### config.mk
export PLATFORM = sky130hd
export DESIGN_NAME = sample_tick_step_sequencer_flat
export DESIGN_NICKNAME = d
export VERILOG_FILES = /design/src/hdl/stss_pkg.sv /design/src/hdl/stss_in_if.sv /design/src/hdl/stss_out_if.sv /design/src/hdl/stss_ram.sv /design/src/hdl/sample_tick_step_sequencer.sv /design/src/flat_wrapper.sv
export SDC_FILE = /design/constraint.sdc
export NUM_CORES = 2
export LEC_CHECK = 0
export BUFFER_PORTS_ARGS = -buffer_cell sky130_fd_sc_hd__buf_2
export CAP_MARGIN = 20
export CELL_PAD_IN_SITES_DETAIL_PLACEMENT = 0
export CELL_PAD_IN_SITES_GLOBAL_PLACEMENT = 1
export CORE_ASPECT_RATIO = 0.75
export CORE_MARGIN = 4
export CORE_UTILIZATION = 35
export CTS_BUF_LIST = sky130_fd_sc_hd__clkbuf_8
export DETAILED_ROUTE_END_ITERATION = 6
export PLACE_DENSITY = 0.61
export SLEW_MARGIN = 15
export SYNTH_ARGS = -nofsm -noshare
export SYNTH_HDL_FRONTEND = slang
export SYNTH_SLANG_ARGS = --single-unit
### constraint.sdc
create_clock -name i_clk -period 12.2 [get_ports i_clk]
set_input_delay 0.61 -clock i_clk [delete_from_list [all_inputs] [get_ports i_clk]]
set_output_delay 0.61 -clock i_clk [all_outputs]
set_load 0.02 [all_outputs]
### src/hdl/stss_pkg.sv
package stss_pkg;

    // field and entry widths
    localparam int unsigned WHOLE_W  = 22;
    localparam int unsigned ENTRY_W  = 24;
    localparam int unsigned MAX_RESULTS = 3;

    // register defaults and limits
    localparam logic [21:0] WHOLE_RESET = 22'd96000;
    localparam logic [21:0] WHOLE_MIN   = 22'd64;
    localparam logic [3:0]  BARS_RESET  = 4'd1;
    localparam logic [8:0]  DUR_MAX     = 9'd256;
    localparam logic [3:0]  STEPS_CAP   = 4'd8;

    // step entry: duration[23:15] play[14] velocity[13:7] pitch[6:0]
    localparam logic [23:0] ENTRY_RESET = {9'd128, 1'b1, 7'd100, 7'd48};

    // position wrap points
    localparam logic [6:0] QUARTER_TOP = 7'd4;
    localparam logic [6:0] EIGHTH_TOP  = 7'd8;
    localparam logic [6:0] X16_TOP     = 7'd16;
    localparam logic [6:0] X32_TOP     = 7'd32;
    localparam logic [6:0] X64_TOP     = 7'd64;

    // request codes
    typedef logic [2:0] t_req;
    localparam t_req REQ_TICK  = 3'd0;
    localparam t_req REQ_PLAY  = 3'd1;
    localparam t_req REQ_STOP  = 3'd2;
    localparam t_req REQ_PAUSE = 3'd3;
    localparam t_req REQ_LOAD  = 3'd4;

    // event kinds
    typedef logic [1:0] t_kind;
    localparam t_kind KIND_STATUS = 2'd0;
    localparam t_kind KIND_ON     = 2'd1;
    localparam t_kind KIND_OFF    = 2'd2;
    localparam t_kind KIND_ALLOFF = 2'd3;

    // register index (paddr bit 2)
    localparam logic REG_WHOLE = 1'b0;
    localparam logic REG_BARS  = 1'b1;

    typedef enum logic [1:0] {
        MODE_STOPPED = 2'd0,
        MODE_PLAYING = 2'd1,
        MODE_PAUSED  = 2'd2
    } t_mode;

    // position counter increment, counts 1..top
    function automatic logic [6:0] bump_pos(input logic [6:0] v, input logic [6:0] top);
        logic [6:0] v1;
        v1 = v + 7'd1;
        return (v1 > top) ? 7'd1 : v1;
    endfunction

endpackage

### src/hdl/stss_in_if.sv
interface stss_in_if;
    logic       valid;
    logic       ready;
    logic [2:0] req_type;
    logic [2:0] bar_index;
    logic [2:0] step_index;
    logic [6:0] pitch_in;
    logic [6:0] velocity_in;
    logic       play_flag;
    logic [8:0] duration_in;

    modport source (output valid, req_type, bar_index, step_index, pitch_in,
                    velocity_in, play_flag, duration_in, input ready);
    modport sink   (input valid, req_type, bar_index, step_index, pitch_in,
                    velocity_in, play_flag, duration_in, output ready);
endinterface

### src/hdl/stss_out_if.sv
interface stss_out_if;
    logic        valid;
    logic        ready;
    logic [1:0]  event_kind;
    logic [6:0]  event_pitch;
    logic [6:0]  event_velocity;
    logic [15:0] bars_elapsed;
    logic [2:0]  quarter_out;
    logic [3:0]  eighth_out;
    logic [4:0]  sixteenth_out;
    logic [5:0]  thirty_second_out;
    logic [6:0]  sixty_fourth_out;
    logic [2:0]  seq_bar_out;
    logic [2:0]  seq_step_out;
    logic        last;

    modport source (output valid, event_kind, event_pitch, event_velocity, bars_elapsed,
                    quarter_out, eighth_out, sixteenth_out, thirty_second_out,
                    sixty_fourth_out, seq_bar_out, seq_step_out, last, input ready);
    modport sink   (input valid, event_kind, event_pitch, event_velocity, bars_elapsed,
                    quarter_out, eighth_out, sixteenth_out, thirty_second_out,
                    sixty_fourth_out, seq_bar_out, seq_step_out, last, output ready);
endinterface

### src/hdl/stss_ram.sv
module stss_ram #(
    parameter int WIDTH = 24,
    parameter int DEPTH = 64,
    localparam int AW = (DEPTH > 1) ? $clog2(DEPTH) : 1
) (
    input  logic             i_clk,
    input  logic             i_we,
    input  logic [AW-1:0]    i_waddr,
    input  logic [WIDTH-1:0] i_wdata,
    input  logic [AW-1:0]    i_raddr,
    output logic [WIDTH-1:0] o_rdata
);
    logic [WIDTH-1:0] r_mem [DEPTH];
    logic [WIDTH-1:0] r_rdata;

    // one write port, registered read
    always_ff @(posedge i_clk) begin
        if (i_we) begin
            r_mem[i_waddr] <= i_wdata;
        end
        r_rdata <= r_mem[i_raddr];
    end

    assign o_rdata = r_rdata;
endmodule

### src/hdl/sample_tick_step_sequencer.sv
// Channel     Dir  Beat
// i_in        in   one request: tick, play, stop, pause or step load
// o_out       out  one event, last set on the final event of a request
// APB         in   whole_note_samples at 0x0, num_bars at 0x4
//
// A tick while playing runs step-length division (S_LEN), remainder lanes
// (S_MOD: seven divisors in parallel, one count bit a cycle), table read, note
// insert and event scan (S_FIRE, S_NOTE, S_MASK), one event per cycle while the
// output accepts, then a retire step. Other requests go straight to output.
// Reset is synchronous; the step table reads as its default until loaded, by
// per-entry valid flags, with no clearing pass. Events wait in one output stage.
module sample_tick_step_sequencer
    import stss_pkg::*;
#(
    parameter int MAX_BARS      = 8,
    parameter int PENDING_NOTES = 2,
    parameter int COUNT_WIDTH   = 32
) (
    input  logic        i_clk,
    input  logic        i_rst_n,
    stss_in_if.sink     i_in,
    stss_out_if.source  o_out,
    input  logic        psel,
    input  logic        penable,
    input  logic        pwrite,
    input  logic [2:0]  paddr,
    input  logic [31:0] pwdata,
    output logic [31:0] prdata,
    output logic        pready
);
    localparam int TBL_DEPTH = MAX_BARS * 8;
    localparam int TBL_AW    = $clog2(TBL_DEPTH);
    localparam int BAR_W     = (MAX_BARS > 1) ? $clog2(MAX_BARS) : 1;
    localparam int SLOT_W    = $clog2(PENDING_NOTES);
    localparam int EV_N      = 2 * PENDING_NOTES;
    localparam int EV_W      = $clog2(EV_N);
    localparam int CNT_W     = $clog2(COUNT_WIDTH);
    localparam int LANES     = 7;
    localparam int LEN_LANE  = 6;

    typedef enum logic [6:0] {
        S_IDLE   = 7'b0000001,
        S_LEN    = 7'b0000010,
        S_MOD    = 7'b0000100,
        S_FIRE   = 7'b0001000,
        S_NOTE   = 7'b0010000,
        S_MASK   = 7'b0100000,
        S_EMIT   = 7'b1000000
    } t_state;

    // retire runs as a flag on the way back to idle
    t_state r_state;
    logic   r_retire;

    logic [21:0] r_whole;
    logic [3:0]  r_bars;
    t_mode       r_mode;

    logic [COUNT_WIDTH-1:0] r_s;
    logic [15:0] r_bar_cnt;
    logic [2:0]  r_q;
    logic [3:0]  r_e;
    logic [4:0]  r_x16;
    logic [5:0]  r_x32;
    logic [6:0]  r_x64;
    logic [BAR_W-1:0] r_cur_bar;
    logic [2:0]  r_cur_step;

    logic [TBL_DEPTH-1:0] r_tbl_vld;
    logic                 r_rd_def;

    logic [COUNT_WIDTH-1:0] r_p_start [PENDING_NOTES];
    logic [COUNT_WIDTH-1:0] r_p_end   [PENDING_NOTES];
    logic [13:0]            r_p_note  [PENDING_NOTES];
    logic [PENDING_NOTES-1:0] r_p_vld;

    logic [CNT_W-1:0] r_cnt;
    logic [22:0] r_lq;
    logic [3:0]  r_lrem;
    logic [21:0] r_rem [LANES];

    logic [30:0] r_prod;
    logic [13:0] r_note;
    logic        r_fire_play;

    logic [EV_N-1:0] r_ev_mask;
    logic [1:0]      r_emit_cnt;
    t_kind           r_solo_kind;
    logic            r_is_tick;

    logic        r_ov;
    t_kind       r_o_kind;
    logic [6:0]  r_o_pitch;
    logic [6:0]  r_o_vel;
    logic [15:0] r_o_bars;
    logic [2:0]  r_o_q;
    logic [3:0]  r_o_e;
    logic [4:0]  r_o_x16;
    logic [5:0]  r_o_x32;
    logic [6:0]  r_o_x64;
    logic [2:0]  r_o_sbar;
    logic [2:0]  r_o_sstep;
    logic        r_o_last;

    // handshakes
    logic in_acc, cfg_wr, out_load;
    assign i_in.ready = (r_state == S_IDLE) && !r_retire;
    assign in_acc     = i_in.valid && i_in.ready;
    assign cfg_wr     = psel && penable && pwrite;
    assign pready     = 1'b1;
    assign prdata     = (paddr[2] == REG_BARS) ? {28'd0, r_bars} : {10'd0, r_whole};

    // divisors
    logic [21:0] w_eff;
    logic [22:0] w23;
    logic [21:0] div [LANES];
    logic [4:0]  bar_p1;
    logic [3:0]  steps;
    logic [22:0] len_num;

    always_comb begin
        w_eff   = (r_whole < WHOLE_MIN) ? WHOLE_MIN : r_whole;
        w23     = {1'b0, w_eff};
        div[0]  = w_eff;
        div[1]  = 22'((w23 + 23'd2)  >> 2);
        div[2]  = 22'((w23 + 23'd4)  >> 3);
        div[3]  = 22'((w23 + 23'd8)  >> 4);
        div[4]  = 22'((w23 + 23'd16) >> 5);
        div[5]  = 22'((w23 + 23'd32) >> 6);
        div[LEN_LANE] = r_lq[21:0];
        bar_p1  = 5'(r_cur_bar) + 5'd1;
        steps   = (bar_p1 > 5'(STEPS_CAP)) ? STEPS_CAP : 4'(bar_p1);
        len_num = w23 + 23'(steps >> 1);
    end

    // step length divider, one quotient bit a cycle
    logic [4:0] len_t;
    logic       len_ge;
    assign len_t  = {r_lrem, r_lq[22]};
    assign len_ge = len_t >= {1'b0, steps};

    // remainder lanes, one count bit a cycle
    logic [21:0] lane_nxt [LANES];
    logic        s_bit;
    assign s_bit = r_s[r_cnt];

    always_comb begin
        logic [22:0] t;
        for (int i = 0; i < LANES; i++) begin
            t = {r_rem[i], s_bit};
            lane_nxt[i] = (t >= {1'b0, div[i]}) ? 22'(t - {1'b0, div[i]}) : t[21:0];
        end
    end

    // step table
    logic [TBL_AW-1:0] rd_addr, wr_addr;
    logic              tbl_we, load_ok;
    logic [23:0]       tbl_wdata, tbl_rdata, entry;
    logic [8:0]        load_dur, ent_dur;

    assign rd_addr   = TBL_AW'({r_cur_bar, r_cur_step});
    assign wr_addr   = TBL_AW'({i_in.bar_index, i_in.step_index});
    assign load_ok   = 5'(i_in.bar_index) < 5'(MAX_BARS);
    assign load_dur  = (i_in.duration_in > DUR_MAX) ? DUR_MAX : i_in.duration_in;
    assign tbl_we    = in_acc && (i_in.req_type == REQ_LOAD) && load_ok;
    assign tbl_wdata = {load_dur, i_in.play_flag, i_in.velocity_in, i_in.pitch_in};
    assign entry     = r_rd_def ? ENTRY_RESET : tbl_rdata;
    assign ent_dur   = (entry[23:15] > DUR_MAX) ? DUR_MAX : entry[23:15];

    stss_ram #(.WIDTH(ENTRY_W), .DEPTH(TBL_DEPTH)) u_tbl (
        .i_clk   (i_clk),
        .i_we    (tbl_we),
        .i_waddr (wr_addr),
        .i_wdata (tbl_wdata),
        .i_raddr (rd_addr),
        .o_rdata (tbl_rdata)
    );

    // sequence advance
    logic [4:0] nb, bar_nx;
    logic [3:0] step_nx;
    always_comb begin
        if (r_bars == 4'd0) begin
            nb = 5'd1;
        end else if (5'(r_bars) > 5'(MAX_BARS)) begin
            nb = 5'(MAX_BARS);
        end else begin
            nb = 5'(r_bars);
        end
        bar_nx  = bar_p1;
        step_nx = 4'(r_cur_step) + 4'd1;
    end

    // note insert
    logic [23:0]            gate;
    logic [COUNT_WIDTH-1:0] note_end;
    logic                   ins_hit;
    logic [SLOT_W-1:0]      ins_slot;
    assign gate     = 24'(({1'b0, r_prod} + 32'd128) >> 8);
    assign note_end = r_s + COUNT_WIDTH'(gate);

    always_comb begin
        ins_hit  = 1'b0;
        ins_slot = '0;
        for (int k = 0; k < PENDING_NOTES; k++) begin
            if (!r_p_vld[k] && !ins_hit) begin
                ins_hit  = 1'b1;
                ins_slot = SLOT_W'(k);
            end
        end
    end

    // event scan: on and off per slot, oldest first
    logic [EV_N-1:0] ev_mask;
    always_comb begin
        for (int k = 0; k < PENDING_NOTES; k++) begin
            ev_mask[2*k]   = r_p_vld[k] && (r_s == r_p_start[k]);
            ev_mask[2*k+1] = r_p_vld[k] && (r_s == r_p_end[k]);
        end
    end

    // lowest pending event
    logic [EV_W-1:0]   pick;
    logic [EV_N-1:0]   mask_rest;
    logic [SLOT_W-1:0] pick_slot;
    logic              emit_last;
    always_comb begin
        pick = '0;
        for (int i = EV_N - 1; i >= 0; i--) begin
            if (r_ev_mask[i]) begin
                pick = EV_W'(i);
            end
        end
        mask_rest = r_ev_mask & ~(EV_N'(1) << pick);
        pick_slot = SLOT_W'(pick >> 1);
        emit_last = (mask_rest == '0) || (r_emit_cnt == 2'(MAX_RESULTS - 1));
    end

    // retire and compact, keeping age order
    logic [COUNT_WIDTH-1:0]   n_p_start [PENDING_NOTES];
    logic [COUNT_WIDTH-1:0]   n_p_end   [PENDING_NOTES];
    logic [13:0]              n_p_note  [PENDING_NOTES];
    logic [PENDING_NOTES-1:0] n_p_vld;
    always_comb begin
        logic [SLOT_W:0]        j;
        logic [COUNT_WIDTH-1:0] age, span;
        j = '0;
        for (int k = 0; k < PENDING_NOTES; k++) begin
            n_p_start[k] = r_p_start[k];
            n_p_end[k]   = r_p_end[k];
            n_p_note[k]  = r_p_note[k];
            n_p_vld[k]   = 1'b0;
        end
        for (int k = 0; k < PENDING_NOTES; k++) begin
            age  = r_s - r_p_start[k];
            span = r_p_end[k] - r_p_start[k];
            if (r_p_vld[k] && (age < span)) begin
                n_p_start[j[SLOT_W-1:0]] = r_p_start[k];
                n_p_end[j[SLOT_W-1:0]]   = r_p_end[k];
                n_p_note[j[SLOT_W-1:0]]  = r_p_note[k];
                n_p_vld[j[SLOT_W-1:0]]   = 1'b1;
                j = j + 1'b1;
            end
        end
    end

    assign out_load = (r_state == S_EMIT) && (!r_ov || o_out.ready);

    // control state
    always_ff @(posedge i_clk) begin
        if (!i_rst_n) begin
            r_state    <= S_IDLE;
            r_retire   <= 1'b0;
            r_whole    <= WHOLE_RESET;
            r_bars     <= BARS_RESET;
            r_mode     <= MODE_STOPPED;
            r_s        <= '0;
            r_bar_cnt  <= '0;
            r_q        <= '0;
            r_e        <= '0;
            r_x16      <= '0;
            r_x32      <= '0;
            r_x64      <= '0;
            r_cur_bar  <= '0;
            r_cur_step <= '0;
            r_tbl_vld  <= '0;
            r_p_vld    <= '0;
            r_ov       <= 1'b0;
        end else begin
            if (cfg_wr) begin
                if (paddr[2] == REG_BARS) begin
                    r_bars <= pwdata[3:0];
                end else begin
                    r_whole <= pwdata[21:0];
                end
            end

            if (out_load) begin
                r_ov <= 1'b1;
            end else if (o_out.ready) begin
                r_ov <= 1'b0;
            end

            unique case (r_state)
                S_IDLE: begin
                    if (r_retire) begin
                        r_retire  <= 1'b0;
                        r_p_vld   <= n_p_vld;
                        r_s       <= r_s + COUNT_WIDTH'(1);
                    end else if (in_acc) begin
                        r_state <= S_EMIT;
                        case (i_in.req_type)
                            REQ_TICK: begin
                                if (r_mode == MODE_PLAYING) begin
                                    r_state <= S_LEN;
                                end
                            end
                            REQ_PLAY: r_mode <= MODE_PLAYING;
                            REQ_STOP: begin
                                r_mode    <= MODE_STOPPED;
                                r_s       <= '0;
                                r_bar_cnt <= '0;
                                r_q       <= '0;
                                r_e       <= '0;
                                r_x16     <= '0;
                                r_x32     <= '0;
                                r_x64     <= '0;
                                r_p_vld   <= '0;
                            end
                            REQ_PAUSE: r_mode <= MODE_PAUSED;
                            REQ_LOAD: begin
                                if (load_ok) begin
                                    r_tbl_vld[wr_addr] <= 1'b1;
                                end
                            end
                            default: ;
                        endcase
                    end
                end
                S_LEN: begin
                    if (r_cnt == '0) begin
                        r_state <= S_MOD;
                    end
                end
                S_MOD: begin
                    if (r_cnt == '0) begin
                        r_state <= S_FIRE;
                    end
                end
                S_FIRE: begin
                    r_state <= S_NOTE;
                    if (r_rem[0] == '0) r_bar_cnt <= r_bar_cnt + 16'd1;
                    if (r_rem[1] == '0) r_q   <= 3'(bump_pos(7'(r_q), QUARTER_TOP));
                    if (r_rem[2] == '0) r_e   <= 4'(bump_pos(7'(r_e), EIGHTH_TOP));
                    if (r_rem[3] == '0) r_x16 <= 5'(bump_pos(7'(r_x16), X16_TOP));
                    if (r_rem[4] == '0) r_x32 <= 6'(bump_pos(7'(r_x32), X32_TOP));
                    if (r_rem[5] == '0) r_x64 <= bump_pos(r_x64, X64_TOP);
                    if (r_rem[LEN_LANE] == '0) begin
                        if (step_nx >= steps) begin
                            r_cur_step <= '0;
                            r_cur_bar  <= (bar_nx >= nb) ? '0 : BAR_W'(bar_nx);
                        end else begin
                            r_cur_step <= 3'(step_nx);
                        end
                    end
                end
                S_NOTE: begin
                    r_state <= S_MASK;
                    if (r_fire_play && ins_hit) begin
                        r_p_vld[ins_slot] <= 1'b1;
                    end
                end
                S_MASK: r_state <= S_EMIT;
                S_EMIT: begin
                    if (out_load && ((r_ev_mask == '0) || emit_last)) begin
                        r_state  <= S_IDLE;
                        r_retire <= r_is_tick;
                    end
                end
                default: r_state <= S_IDLE;
            endcase
        end
    end

    // datapath and payload
    always_ff @(posedge i_clk) begin
        r_rd_def <= !r_tbl_vld[rd_addr];

        if (in_acc) begin
            r_ev_mask   <= '0;
            r_emit_cnt  <= '0;
            r_is_tick   <= (i_in.req_type == REQ_TICK) && (r_mode == MODE_PLAYING);
            r_solo_kind <= ((i_in.req_type == REQ_STOP) || (i_in.req_type == REQ_PAUSE))
                           ? KIND_ALLOFF : KIND_STATUS;
            r_lq        <= len_num;
            r_lrem      <= '0;
            r_cnt       <= CNT_W'(22);
        end

        if (r_state == S_LEN) begin
            r_lrem <= len_ge ? 4'(len_t - {1'b0, steps}) : len_t[3:0];
            r_lq   <= {r_lq[21:0], len_ge};
            if (r_cnt == '0) begin
                r_cnt <= CNT_W'(COUNT_WIDTH - 1);
                for (int i = 0; i < LANES; i++) r_rem[i] <= '0;
            end else begin
                r_cnt <= r_cnt - 1'b1;
            end
        end

        if (r_state == S_MOD) begin
            for (int i = 0; i < LANES; i++) r_rem[i] <= lane_nxt[i];
            r_cnt <= r_cnt - 1'b1;
        end

        if (r_state == S_FIRE) begin
            r_fire_play <= (r_rem[LEN_LANE] == '0) && entry[14];
            r_note      <= entry[13:0];
            r_prod      <= 31'(r_lq[21:0]) * 31'(ent_dur);
        end

        if ((r_state == S_NOTE) && r_fire_play && ins_hit) begin
            r_p_start[ins_slot] <= r_s;
            r_p_end[ins_slot]   <= note_end;
            r_p_note[ins_slot]  <= r_note;
        end

        if (r_state == S_MASK) begin
            r_ev_mask <= ev_mask;
        end

        if ((r_state == S_IDLE) && r_retire) begin
            r_p_start <= n_p_start;
            r_p_end   <= n_p_end;
            r_p_note  <= n_p_note;
        end

        // output beat
        if (out_load) begin
            r_o_bars  <= r_bar_cnt;
            r_o_q     <= r_q;
            r_o_e     <= r_e;
            r_o_x16   <= r_x16;
            r_o_x32   <= r_x32;
            r_o_x64   <= r_x64;
            r_o_sbar  <= 3'(r_cur_bar);
            r_o_sstep <= r_cur_step;
            if (r_ev_mask == '0) begin
                r_o_kind  <= r_solo_kind;
                r_o_pitch <= '0;
                r_o_vel   <= '0;
                r_o_last  <= 1'b1;
            end else begin
                r_o_kind   <= pick[0] ? KIND_OFF : KIND_ON;
                r_o_pitch  <= r_p_note[pick_slot][6:0];
                r_o_vel    <= r_p_note[pick_slot][13:7];
                r_o_last   <= emit_last;
                r_ev_mask  <= mask_rest;
                r_emit_cnt <= r_emit_cnt + 2'd1;
            end
        end
    end

    assign o_out.valid             = r_ov;
    assign o_out.event_kind        = r_o_kind;
    assign o_out.event_pitch       = r_o_pitch;
    assign o_out.event_velocity    = r_o_vel;
    assign o_out.bars_elapsed      = r_o_bars;
    assign o_out.quarter_out       = r_o_q;
    assign o_out.eighth_out        = r_o_e;
    assign o_out.sixteenth_out     = r_o_x16;
    assign o_out.thirty_second_out = r_o_x32;
    assign o_out.sixty_fourth_out  = r_o_x64;
    assign o_out.seq_bar_out       = r_o_sbar;
    assign o_out.seq_step_out      = r_o_sstep;
    assign o_out.last              = r_o_last;
endmodule

### src/flat_wrapper.sv
// flat-port wrapper written by rule: the top's interface ports become plain ports
module sample_tick_step_sequencer_flat import stss_pkg::*;
#(
    parameter int MAX_BARS      = 8,
    parameter int PENDING_NOTES = 2,
    parameter int COUNT_WIDTH   = 32
)
  (i_clk, i_rst_n, psel, penable, pwrite, paddr, pwdata, prdata, pready, i_in_valid, i_in_req_type, i_in_bar_index, i_in_step_index, i_in_pitch_in, i_in_velocity_in, i_in_play_flag, i_in_duration_in, i_in_ready, o_out_valid, o_out_event_kind, o_out_event_pitch, o_out_event_velocity, o_out_bars_elapsed, o_out_quarter_out, o_out_eighth_out, o_out_sixteenth_out, o_out_thirty_second_out, o_out_sixty_fourth_out, o_out_seq_bar_out, o_out_seq_step_out, o_out_last, o_out_ready);
  stss_in_if i_in_i ();
  stss_out_if o_out_i ();
  input  logic i_clk;
  input  logic i_rst_n;
  input  logic psel;
  input  logic penable;
  input  logic pwrite;
  input  logic [2:0] paddr;
  input  logic [31:0] pwdata;
  output logic [31:0] prdata;
  output logic pready;
  input wire logic [$bits(i_in_i.valid)-1:0] i_in_valid;
  input wire logic [$bits(i_in_i.req_type)-1:0] i_in_req_type;
  input wire logic [$bits(i_in_i.bar_index)-1:0] i_in_bar_index;
  input wire logic [$bits(i_in_i.step_index)-1:0] i_in_step_index;
  input wire logic [$bits(i_in_i.pitch_in)-1:0] i_in_pitch_in;
  input wire logic [$bits(i_in_i.velocity_in)-1:0] i_in_velocity_in;
  input wire logic [$bits(i_in_i.play_flag)-1:0] i_in_play_flag;
  input wire logic [$bits(i_in_i.duration_in)-1:0] i_in_duration_in;
  output wire logic [$bits(i_in_i.ready)-1:0] i_in_ready;
  output wire logic [$bits(o_out_i.valid)-1:0] o_out_valid;
  output wire logic [$bits(o_out_i.event_kind)-1:0] o_out_event_kind;
  output wire logic [$bits(o_out_i.event_pitch)-1:0] o_out_event_pitch;
  output wire logic [$bits(o_out_i.event_velocity)-1:0] o_out_event_velocity;
  output wire logic [$bits(o_out_i.bars_elapsed)-1:0] o_out_bars_elapsed;
  output wire logic [$bits(o_out_i.quarter_out)-1:0] o_out_quarter_out;
  output wire logic [$bits(o_out_i.eighth_out)-1:0] o_out_eighth_out;
  output wire logic [$bits(o_out_i.sixteenth_out)-1:0] o_out_sixteenth_out;
  output wire logic [$bits(o_out_i.thirty_second_out)-1:0] o_out_thirty_second_out;
  output wire logic [$bits(o_out_i.sixty_fourth_out)-1:0] o_out_sixty_fourth_out;
  output wire logic [$bits(o_out_i.seq_bar_out)-1:0] o_out_seq_bar_out;
  output wire logic [$bits(o_out_i.seq_step_out)-1:0] o_out_seq_step_out;
  output wire logic [$bits(o_out_i.last)-1:0] o_out_last;
  input wire logic [$bits(o_out_i.ready)-1:0] o_out_ready;
  assign i_in_i.valid = i_in_valid;
  assign i_in_i.req_type = i_in_req_type;
  assign i_in_i.bar_index = i_in_bar_index;
  assign i_in_i.step_index = i_in_step_index;
  assign i_in_i.pitch_in = i_in_pitch_in;
  assign i_in_i.velocity_in = i_in_velocity_in;
  assign i_in_i.play_flag = i_in_play_flag;
  assign i_in_i.duration_in = i_in_duration_in;
  assign i_in_ready = i_in_i.ready;
  assign o_out_valid = o_out_i.valid;
  assign o_out_event_kind = o_out_i.event_kind;
  assign o_out_event_pitch = o_out_i.event_pitch;
  assign o_out_event_velocity = o_out_i.event_velocity;
  assign o_out_bars_elapsed = o_out_i.bars_elapsed;
  assign o_out_quarter_out = o_out_i.quarter_out;
  assign o_out_eighth_out = o_out_i.eighth_out;
  assign o_out_sixteenth_out = o_out_i.sixteenth_out;
  assign o_out_thirty_second_out = o_out_i.thirty_second_out;
  assign o_out_sixty_fourth_out = o_out_i.sixty_fourth_out;
  assign o_out_seq_bar_out = o_out_i.seq_bar_out;
  assign o_out_seq_step_out = o_out_i.seq_step_out;
  assign o_out_last = o_out_i.last;
  assign o_out_i.ready = o_out_ready;
  sample_tick_step_sequencer #(.MAX_BARS(MAX_BARS), .PENDING_NOTES(PENDING_NOTES), .COUNT_WIDTH(COUNT_WIDTH)) u_core (.i_clk(i_clk), .i_rst_n(i_rst_n), .i_in(i_in_i), .o_out(o_out_i), .psel(psel), .penable(penable), .pwrite(pwrite), .paddr(paddr), .pwdata(pwdata), .prdata(prdata), .pready(pready));
endmodule
Yosys cells after proc, flatten, opt, wreduce, memory -nomap -nowiden
Memory sizes are Yosys's and may differ from the RTL's. A register that Yosys moved wholly into a read port is not among the register bits.
Index checks and enable logic that the tools add are counted.
{ "word_totals": {"regBits": 490, "memories": 2, "ram_bits": 1690, "out_inout_bits": 99} }
{ "classes": {"multipliers": 1, "add_sub_neg": 31, "bitwise_logic": 17, "reduce_logical": 72, "magnitude_cmp": 35, "mux": 152, "shift": 1, "eq_ne": 33} }
{ "mem_list": {"columns": ["memory", "depth", "width", "rd", "rd_clocked_by_memory_dff", "write_ports", "line", "text"], "rows": [
  ["u_core.u_tbl.r_mem", 64, 24, 1, 1, 1, "stss_ram.sv:13", "logic [WIDTH-1:0] r_mem [DEPTH];"],
  ["u_core.r_rem", 7, 22, 7, 0, 7, "sample_tick_step_sequencer.sv:80", "logic [21:0] r_rem [LANES];"]
]} }
{ "ops": {"columns": ["cell", "count"], "rows": [
  ["$mux 64", 6],
  ["$mux 22", 16],
  ["$bwmux 64", 4],
  ["$mux 32", 5],
  ["$logic_not 22->1", 7],
  ["$eq 32x32->1", 4],
  ["$sub 32x32->32", 4],
  ["$mux 28", 3],
  ["$mux 7", 12],
  ["$mux 14", 5],
  ["$demux 32 s1", 2],
  ["$lt 32x32->1", 2],
  ["$mux 16", 4],
  ["$or 64x64->64", 1],
  ["$bwmux 28", 2],
  ["$mux 4", 14],
  ["$mux 5", 10],
  ["$pmux 7 s7", 1],
  ["$ge 23x22->1", 2],
  ["$mux 23", 2],
  ["$sub 22x22->22", 2],
  ["$reduce_and 5->1", 7],
  ["$add 31x8->32 const B", 1],
  ["$add 32x1->32 const B", 1],
  ["other kinds (100)", 225]
]} }

Logic depth before layout (Yosys ltp)
{ "logic_depth": {"depth_word": 13, "ltp_mapped": 28, "mapped_depth_nobuf": 25} }

Hierarchy
Synthesis repeated with hierarchy kept, for this count alone.
{ "hier_totals": {"cells_unflattened": 8146, "hier_area_um2": 110536.0} }
{ "by_module_without_submodules": {"columns": ["module", "seq_area_each_um2", "area_per_inst_um2", "n_inst", "cells_per_inst"], "rows": [
  ["stss_ram", 46604.7, 59330.7, 1, 2611],
  ["sample_tick_step_sequencer", 17206.5, 51205.4, 1, 5535]
]} }

Worst setup path before layout
OpenSTA, ideal clock, no wires.
{ "synth_timing": {"path_kind": "reg-to-reg", "startpoint": "register u_core.r_p_end[32] (netlist name)", "endpoint": "register u_core.r_p_end[32] (netlist name), enable pin", "t_arrival_ns": 8.515, "stages_incl_launch_ff": 24, "setup_time_ns": 0.541, "period_less_slack_ns": 9.056, "path_slack_ns": 3.144, "required_time_ns": 11.659, "path_cell_list": "edfxtp_1 -> inv_1 -> ha_1 -> inv_1 -> fa_1 -> a211oi_1 -> o21ai_0 -> a31oi_1 -> o21ai_1 -> a22oi_1 -> o21ai_1 -> a31o_2 -> a21o_1 -> a21oi_1 -> xor2_1 -> ha_1 -> nand2_1 -> or3_1 -> or4_1 -> o21ai_1 -> and2_1 -> inv_1 -> clkbuf_1 -> o22ai_1"} }
{ "synth_rtl": {"columns": ["element", "line", "text"], "rows": [
  ["end signal: indexed assignment", "sample_tick_step_sequencer.sv:424", "r_p_end[ins_slot] <= note_end;"],
  ["end signal: assignment", "sample_tick_step_sequencer.sv:434", "r_p_end <= n_p_end;"],
  ["end: declaration", "sample_tick_step_sequencer.sv:73", "logic [COUNT_WIDTH-1:0] r_p_end [PENDING_NOTES];"]
]} }

Worst setup path after layout
{ "layout_timing": {"startpoint": "register u_core.r_s[0]", "endpoint": "register u_core.r_p_note[23] (netlist name), enable pin"} }
{ "layout_via": {"elab_chain_len": 5} }
{ "layout_lines": {"columns": ["element", "line", "text"], "rows": [
  ["start: declaration", "sample_tick_step_sequencer.sv:59", "logic [COUNT_WIDTH-1:0] r_s;"],
  ["start signal: assignment", "sample_tick_step_sequencer.sv:309", "r_s <= r_s + COUNT_WIDTH'(1);"],
  ["$sub 32x32->32", "sample_tick_step_sequencer.sv:255", "age = r_s - r_p_start[k];"],
  ["$lt 32x32->1", "sample_tick_step_sequencer.sv:257", "if (r_p_vld[k] && (age < span)) begin"],
  ["$logic_and 1x1->1", "sample_tick_step_sequencer.sv:257", null],
  ["$ne 2x1->1 (no line)", null, null],
  ["$reduce_and 2->1 (no line)", null, null],
  ["end signal: indexed assignment", "sample_tick_step_sequencer.sv:425", "r_p_note[ins_slot] <= r_note;"],
  ["end signal: assignment", "sample_tick_step_sequencer.sv:435", "r_p_note <= n_p_note;"],
  ["end: declaration", "sample_tick_step_sequencer.sv:74", "logic [13:0] r_p_note [PENDING_NOTES];"]
]} }
No other way between the ends.
A chain may end at the register's enable or synchronous reset.

==> report_table.html <==
<table>
<tr><th>Metric</th><th>Value</th></tr>
<tr><th colspan="2">STA</th></tr>
<tr><td>Final-report setup violation count</td><td>0</td></tr>
<tr><td>Layout Skew</td><td>0.112 ns</td></tr>
<tr><td>Slew Limit Fails</td><td>0</td></tr>
<tr><td>Total negative slack for setup checks</td><td>0 ns</td></tr>
<tr><td>Slew Limit Headroom</td><td>25.0%</td></tr>
<tr><td>Unrepaired setup endpoints after global routing</td><td>false</td></tr>
<tr><td>Highest attainable clock frequency</td><td>124 MHz</td></tr>
<tr><td>Hold Fails Final Rpt</td><td>0</td></tr>
<tr><td>Share of the cycle needed by the critical path after routing</td><td>about two thirds</td></tr>
<tr><td>Transition at the pin with the smallest max-transition slack</td><td>1.12 ns</td></tr>
<tr><td>Final Critical Period</td><td>8.09 ns</td></tr>
<tr><th colspan="2">Route</th></tr>
<tr><td>Total number of vias</td><td>71000</td></tr>
<tr><td>Total Routed Length</td><td>~320 mm</td></tr>
<tr><td>Initial drt markers</td><td>about 6900</td></tr>
<tr><td>Remaining DRCs</td><td>0</td></tr>
<tr><td>Remaining antenna violation count</td><td>1</td></tr>
<tr><td>Vias per inst</td><td>5.41</td></tr>
<tr><td>Post-DR wirelength/cell</td><td>24.5 um</td></tr>
<tr><td>TritonRoute pass-1 iters</td><td>6</td></tr>
<tr><th colspan="2">Floorplan</th></tr>
<tr><td>Core Rows</td><td>~180</td></tr>
<tr><td>Initial cell density of the core</td><td>approximately a third</td></tr>
<tr><td>Core ar.</td><td>approximately 310000 sq um</td></tr>
<tr><td>Chip Height</td><td>slightly below 500 um</td></tr>
<tr><td>Chip width</td><td>approximately 660 um</td></tr>
<tr><td>Floorplan die area</td><td>325000 sq um</td></tr>
<tr><td>Ports</td><td>between 150 and 200</td></tr>
<tr><th colspan="2">Synth</th></tr>
<tr><td>Mapped Cells</td><td>8263</td></tr>
<tr><td>Asr flop ratio synth</td><td>0%</td></tr>
<tr><td>Leading register cell type out of synthesis</td><td>sky130_fd_sc_hd__edfxtp_1</td></tr>
<tr><td>Unique cell type count in the Yosys netlist</td><td>between 90 and 100</td></tr>
<tr><td>Mean post-synth cell area</td><td>approximately 13 sq um</td></tr>
<tr><td>Post-Syn Area</td><td>111000 sq um</td></tr>
<tr><td>Sequential fraction of the synthesis area</td><td>between 50% and 60%</td></tr>
<tr><td>Flip-flop and latch count after synthesis</td><td>2196</td></tr>
<tr><td>Synth warnings</td><td>0</td></tr>
<tr><td>Number of enable flip-flop cells after synthesis</td><td>1983</td></tr>
<tr><th colspan="2">Critical path</th></tr>
<tr><td>Family with the most delay on the worst path</td><td>compound AO/OA/AOI/OAI gates</td></tr>
<tr><td>Required time at the worst-slack endpoint</td><td>12.77 ns</td></tr>
<tr><td>Start-to-end type of the worst setup path</td><td>register to register</td></tr>
<tr><td>Worst endpoint data arrival time</td><td>a little under 9 ns</td></tr>
<tr><td>Stage delay of the slowest cell on the critical path</td><td>~0.80 ns</td></tr>
<tr><td>Worst reg2reg path endpoint</td><td>u_core.r_p_note[23]$_DFFE_PP_</td></tr>
<tr><td>Element type at the critical path end</td><td>register</td></tr>
<tr><td>Maximum net fanout on the critical path</td><td>70</td></tr>
<tr><td>Internal reg-to-reg setup slack</td><td>4.11 ns</td></tr>
<tr><td>Reg2reg path depth</td><td>25</td></tr>
<tr><td>Critical Path Source Type</td><td>register</td></tr>
<tr><td>R2R Path Start</td><td>u_core.r_s[0]$_SDFFE_PN0P_</td></tr>
<tr><td>Sum of buffers and inverters on the critical path</td><td>6</td></tr>
<tr><td>Critical Path Slowest Stage Cell</td><td>sky130_fd_sc_hd__buf_4</td></tr>
<tr><th colspan="2">Pwr</th></tr>
<tr><td>Leakage power figure</td><td>43.9 nW</td></tr>
<tr><td>IR drop worst, VDD</td><td>0.000110 V</td></tr>
<tr><td>Pwr Density</td><td>120 nW/um^2</td></tr>
<tr><td>Overall power</td><td>14.9 mW</td></tr>
<tr><th colspan="2">Global routing</th></tr>
<tr><td>Global-route total usage across every layer</td><td>~19%</td></tr>
<tr><td>Global-route wire length before repair</td><td>about 470 mm</td></tr>
<tr><td>Largest net degree at the start of global routing</td><td>between 100 and 150</td></tr>
<tr><td>GRT overflow</td><td>0</td></tr>
<tr><td>Number of global-route vias before repair</td><td>about 70000</td></tr>
<tr><td>Antenna violations before repair</td><td>23</td></tr>
<tr><th colspan="2">Clocking</th></tr>
<tr><td>Num Clock Sinks</td><td>2196</td></tr>
<tr><td>Clock transition at the registers of the reported paths</td><td>0.06 ns</td></tr>
<tr><td>Count of cells resized by post-cts repair</td><td>0</td></tr>
<tr><td>Number of buffers added by the clock tree synthesis step</td><td>359</td></tr>
<tr><td>Maximum clock path buffer count</td><td>4</td></tr>
<tr><td>Clock Latency Late Sink</td><td>approximately 1 ns</td></tr>
<tr><td>H-tree levels</td><td>5</td></tr>
<tr><td>Hold-fix buffer count after cts</td><td>35</td></tr>
<tr><td>TritonCTS clock tree</td><td>built</td></tr>
<tr><td>Setup Fix Bufs, Post-CTS</td><td>0</td></tr>
<tr><td>Clock tree root buffer cell</td><td>sky130_fd_sc_hd__clkbuf_8</td></tr>
<tr><th colspan="2">Hold path</th></tr>
<tr><td>Min-Delay Path Depth</td><td>1</td></tr>
<tr><td>Min-Delay Startpoint</td><td>i_in_pitch_in[2]</td></tr>
<tr><td>Hold/Removal Path Class</td><td>input port to register</td></tr>
<tr><td>Worst Hold Endpoint</td><td>u_core.u_tbl.r_mem[47][2]$_DFFE_PP_</td></tr>
<tr><th colspan="2">Layout</th></tr>
<tr><td>Number of nets in the layout</td><td>9257</td></tr>
<tr><td>Final core area utilization</td><td>approximately two fifths</td></tr>
<tr><td>Signed area change from the synthesized netlist to the final layout</td><td>12.4%</td></tr>
<tr><td>Post-route cell area</td><td>124000 sq um</td></tr>
<tr><td>Layout cell share with drive strength beyond 1</td><td>14.8%</td></tr>
<tr><th colspan="2">Outcome</th></tr>
<tr><td>Violations in the final reports</td><td>antenna rules</td></tr>
<tr><td>Status</td><td>finished, violations left</td></tr>
<tr><th colspan="2">Placement</th></tr>
<tr><td>I/O Buffers</td><td>150</td></tr>
<tr><td>Half-perimeter wire length after placement</td><td>~210 mm</td></tr>
<tr><td>Global placer's final weighted congestion</td><td>between 0.8 and 0.9</td></tr>
<tr><td>Placed Instance Area</td><td>~120000 sq um</td></tr>
<tr><th colspan="2">Job</th></tr>
<tr><td>Max Cap Viol</td><td>0</td></tr>
</table>
[sequential cells by signal (all words and copies together), names as in the netlist, 24 cells and up]
name,count
u_core.r_p_end,64
u_core.r_p_note,28
u_core.u_tbl.r_mem,1536
u_core.r_rem,154
u_core.r_prod,24
u_core.u_tbl.o_rdata,24
u_core.r_s,32
u_core.r_tbl_vld,64
u_core.r_p_start,64
[placed cells by master, fill, tap and decap left out, types with 164 or more instances in the layout]
| cell | synthesis | routed |
|---|---|---|
| sky130_fd_sc_hd__mux2i_1 | 295 | 294 |
| sky130_fd_sc_hd__a21oi_1 | 386 | 386 |
| sky130_fd_sc_hd__a21o_1 | 184 | 184 |
| sky130_fd_sc_hd__nor2_1 | 537 | 466 |
| sky130_fd_sc_hd__dfxtp_1 | 213 | 206 |
| sky130_fd_sc_hd__xnor2_1 | 334 | 334 |
| sky130_fd_sc_hd__inv_1 | 370 | 492 |
| sky130_fd_sc_hd__edfxtp_1 | 1983 | 1983 |
| sky130_fd_sc_hd__and3_1 | 164 | 164 |
| sky130_fd_sc_hd__clkbuf_8 | 0 | 381 |
| sky130_fd_sc_hd__o21ai_0 | 259 | 259 |
| sky130_fd_sc_hd__mux4_2 | 361 | 361 |
| sky130_fd_sc_hd__ha_1 | 430 | 430 |
| sky130_fd_sc_hd__nand2_1 | 572 | 569 |
[layer usage]
metal / vias up / wire [um] / global-route usage (%) / part of all wire [%]
met3: 450 / 22200 / 3.33 / 6.9
li1: 32100 / - / - / -
met4: 6 / 5940 / 4.07 / 1.8
met1: 36000 / 152000 / 28.9 / 47
met2: 2415 / 142000 / 29.3 / 44
met5: - / 47 / 0 / 0.015
[power breakdown]
part / switching (mW) / internal, mW / total, mW
clock: 3.07 / 3.05 / 6.12
sequential: 0.0484 / 8.22 / 8.27
combinational: 0.372 / 0.177 / 0.549
total: 3.49 / 11.4 / 14.9
[cell families (layout without fill, tap and decap cells)]
group | Yosys count | after routing | synth area share [%]
simple gates | 1986 | 1986 | 8.63
compound gates | 1564 | 1564 | 9.33
mux | 666 | 666 | 10.1
fa+ha+maj | 584 | 584 | 7.65
xor+xnor | 485 | 485 | 3.84
other cells | 2 | 19 | 0.00679
buf+inv | 780 | 1396 | 2.78
flops | 2196 | 2196 | 57.7
[worst register-to-register path, stage by stage, from the launching register on]
cell	delay, ns
sky130_fd_sc_hd__dfxtp_1	0.45
sky130_fd_sc_hd__inv_1	0.26
sky130_fd_sc_hd__ha_1	0.26
sky130_fd_sc_hd__inv_1	0.07
sky130_fd_sc_hd__fa_1	0.42
sky130_fd_sc_hd__a21o_1	0.18
sky130_fd_sc_hd__a21oi_1	0.28
sky130_fd_sc_hd__o21a_1	0.19
sky130_fd_sc_hd__o21ai_0	0.14
sky130_fd_sc_hd__a21o_1	0.21
sky130_fd_sc_hd__a21oi_1	0.23
sky130_fd_sc_hd__o21ai_0	0.12
sky130_fd_sc_hd__a21o_1	0.23
sky130_fd_sc_hd__a211oi_1	0.30
sky130_fd_sc_hd__xnor2_1	0.11
sky130_fd_sc_hd__ha_1	0.29
sky130_fd_sc_hd__nand4_1	0.09
sky130_fd_sc_hd__or3_1	0.39
sky130_fd_sc_hd__or4_1	0.51
sky130_fd_sc_hd__o21ai_1	0.57
sky130_fd_sc_hd__and2_2	0.27
sky130_fd_sc_hd__buf_4	0.48
sky130_fd_sc_hd__inv_1	0.15
sky130_fd_sc_hd__buf_4	0.25
sky130_fd_sc_hd__o22ai_4	0.33
sky130_fd_sc_hd__buf_4	0.80
[worst max-delay path by stage]
stage | slack (ns) | end | from | cells past startpoint
after floorplan | 3.14 | u_core.r_p_end[32]$_DFFE_PP_ | u_core.r_p_end[32]$_DFFE_PP_ | 23
after global routing | 3.74 | u_core.r_rem[0][44]$_SDFFCE_PN0P_ | u_core.r_whole[12]$_SDFFE_PN1P_ | 21
after CTS | 4.15 | u_core.r_p_note[22]$_DFFE_PP_ | u_core.r_p_end[32]$_DFFE_PP_ | 25
after global placement | 4.14 | u_core.r_p_note[24]$_DFFE_PP_ | u_core.r_p_end[32]$_DFFE_PP_ | 25
final | 4.11 | u_core.r_p_note[23]$_DFFE_PP_ | u_core.r_s[0]$_SDFFE_PN0P_ | 25
after detailed placement | 4.22 | u_core.r_p_note[24]$_DFFE_PP_ | u_core.r_p_end[32]$_DFFE_PP_ | 25
[per-stage QoR]
step | worst slack [ns] | hold WS, ns | std cells
after global routing | 3.74 | 0.144 | 13100
after detailed placement | 4.22 | 0.445 | 12400
after CTS | 4.15 | 0.148 | 13100
after floorplan | 3.14 | 0.406 | 8272
after global placement | 4.14 | 0.437 | 12400
final | 4.11 | 0.172 | 13100
[cell type report]
| class | count | area (sq um) |
|---|---|---|
| fill | 29400 | 190000 |
| sequential | 2196 | 63800 |
| multi-input combinational | 5296 | 44500 |
| tap | 4230 | 5290 |
| clock buffer | 381 | 5240 |
| timing repair buffer | 357 | 2740 |
| inverter | 388 | 1460 |
| clock inverter | 270 | 1380 |
| antenna | 8 | 20.0 |
[synthesized netlist by cell type (96+ instances only)]
cell	count	area share (%)
sky130_fd_sc_hd__xor2_1	151	1.2
sky130_fd_sc_hd__nand2_1	572	1.9
sky130_fd_sc_hd__clkbuf_1	289	0.98
sky130_fd_sc_hd__o221ai_1	96	0.76
sky130_fd_sc_hd__nand3_1	114	0.52
sky130_fd_sc_hd__inv_1	370	1.3
sky130_fd_sc_hd__a21oi_1	386	1.7
sky130_fd_sc_hd__dfxtp_1	213	3.9
sky130_fd_sc_hd__and3_1	164	0.93
sky130_fd_sc_hd__fa_1	154	2.8
sky130_fd_sc_hd__nor2_1	537	1.8
sky130_fd_sc_hd__o21ai_0	259	1.2
sky130_fd_sc_hd__nor3_1	96	0.43
sky130_fd_sc_hd__a21o_1	184	1.2
sky130_fd_sc_hd__mux2i_1	295	2.7
sky130_fd_sc_hd__o21a_1	124	0.84
sky130_fd_sc_hd__edfxtp_1	1983	54
sky130_fd_sc_hd__ha_1	430	4.9
sky130_fd_sc_hd__xnor2_1	334	2.6
sky130_fd_sc_hd__mux4_2	361	7.3
(Power assumes the default switching activity.)
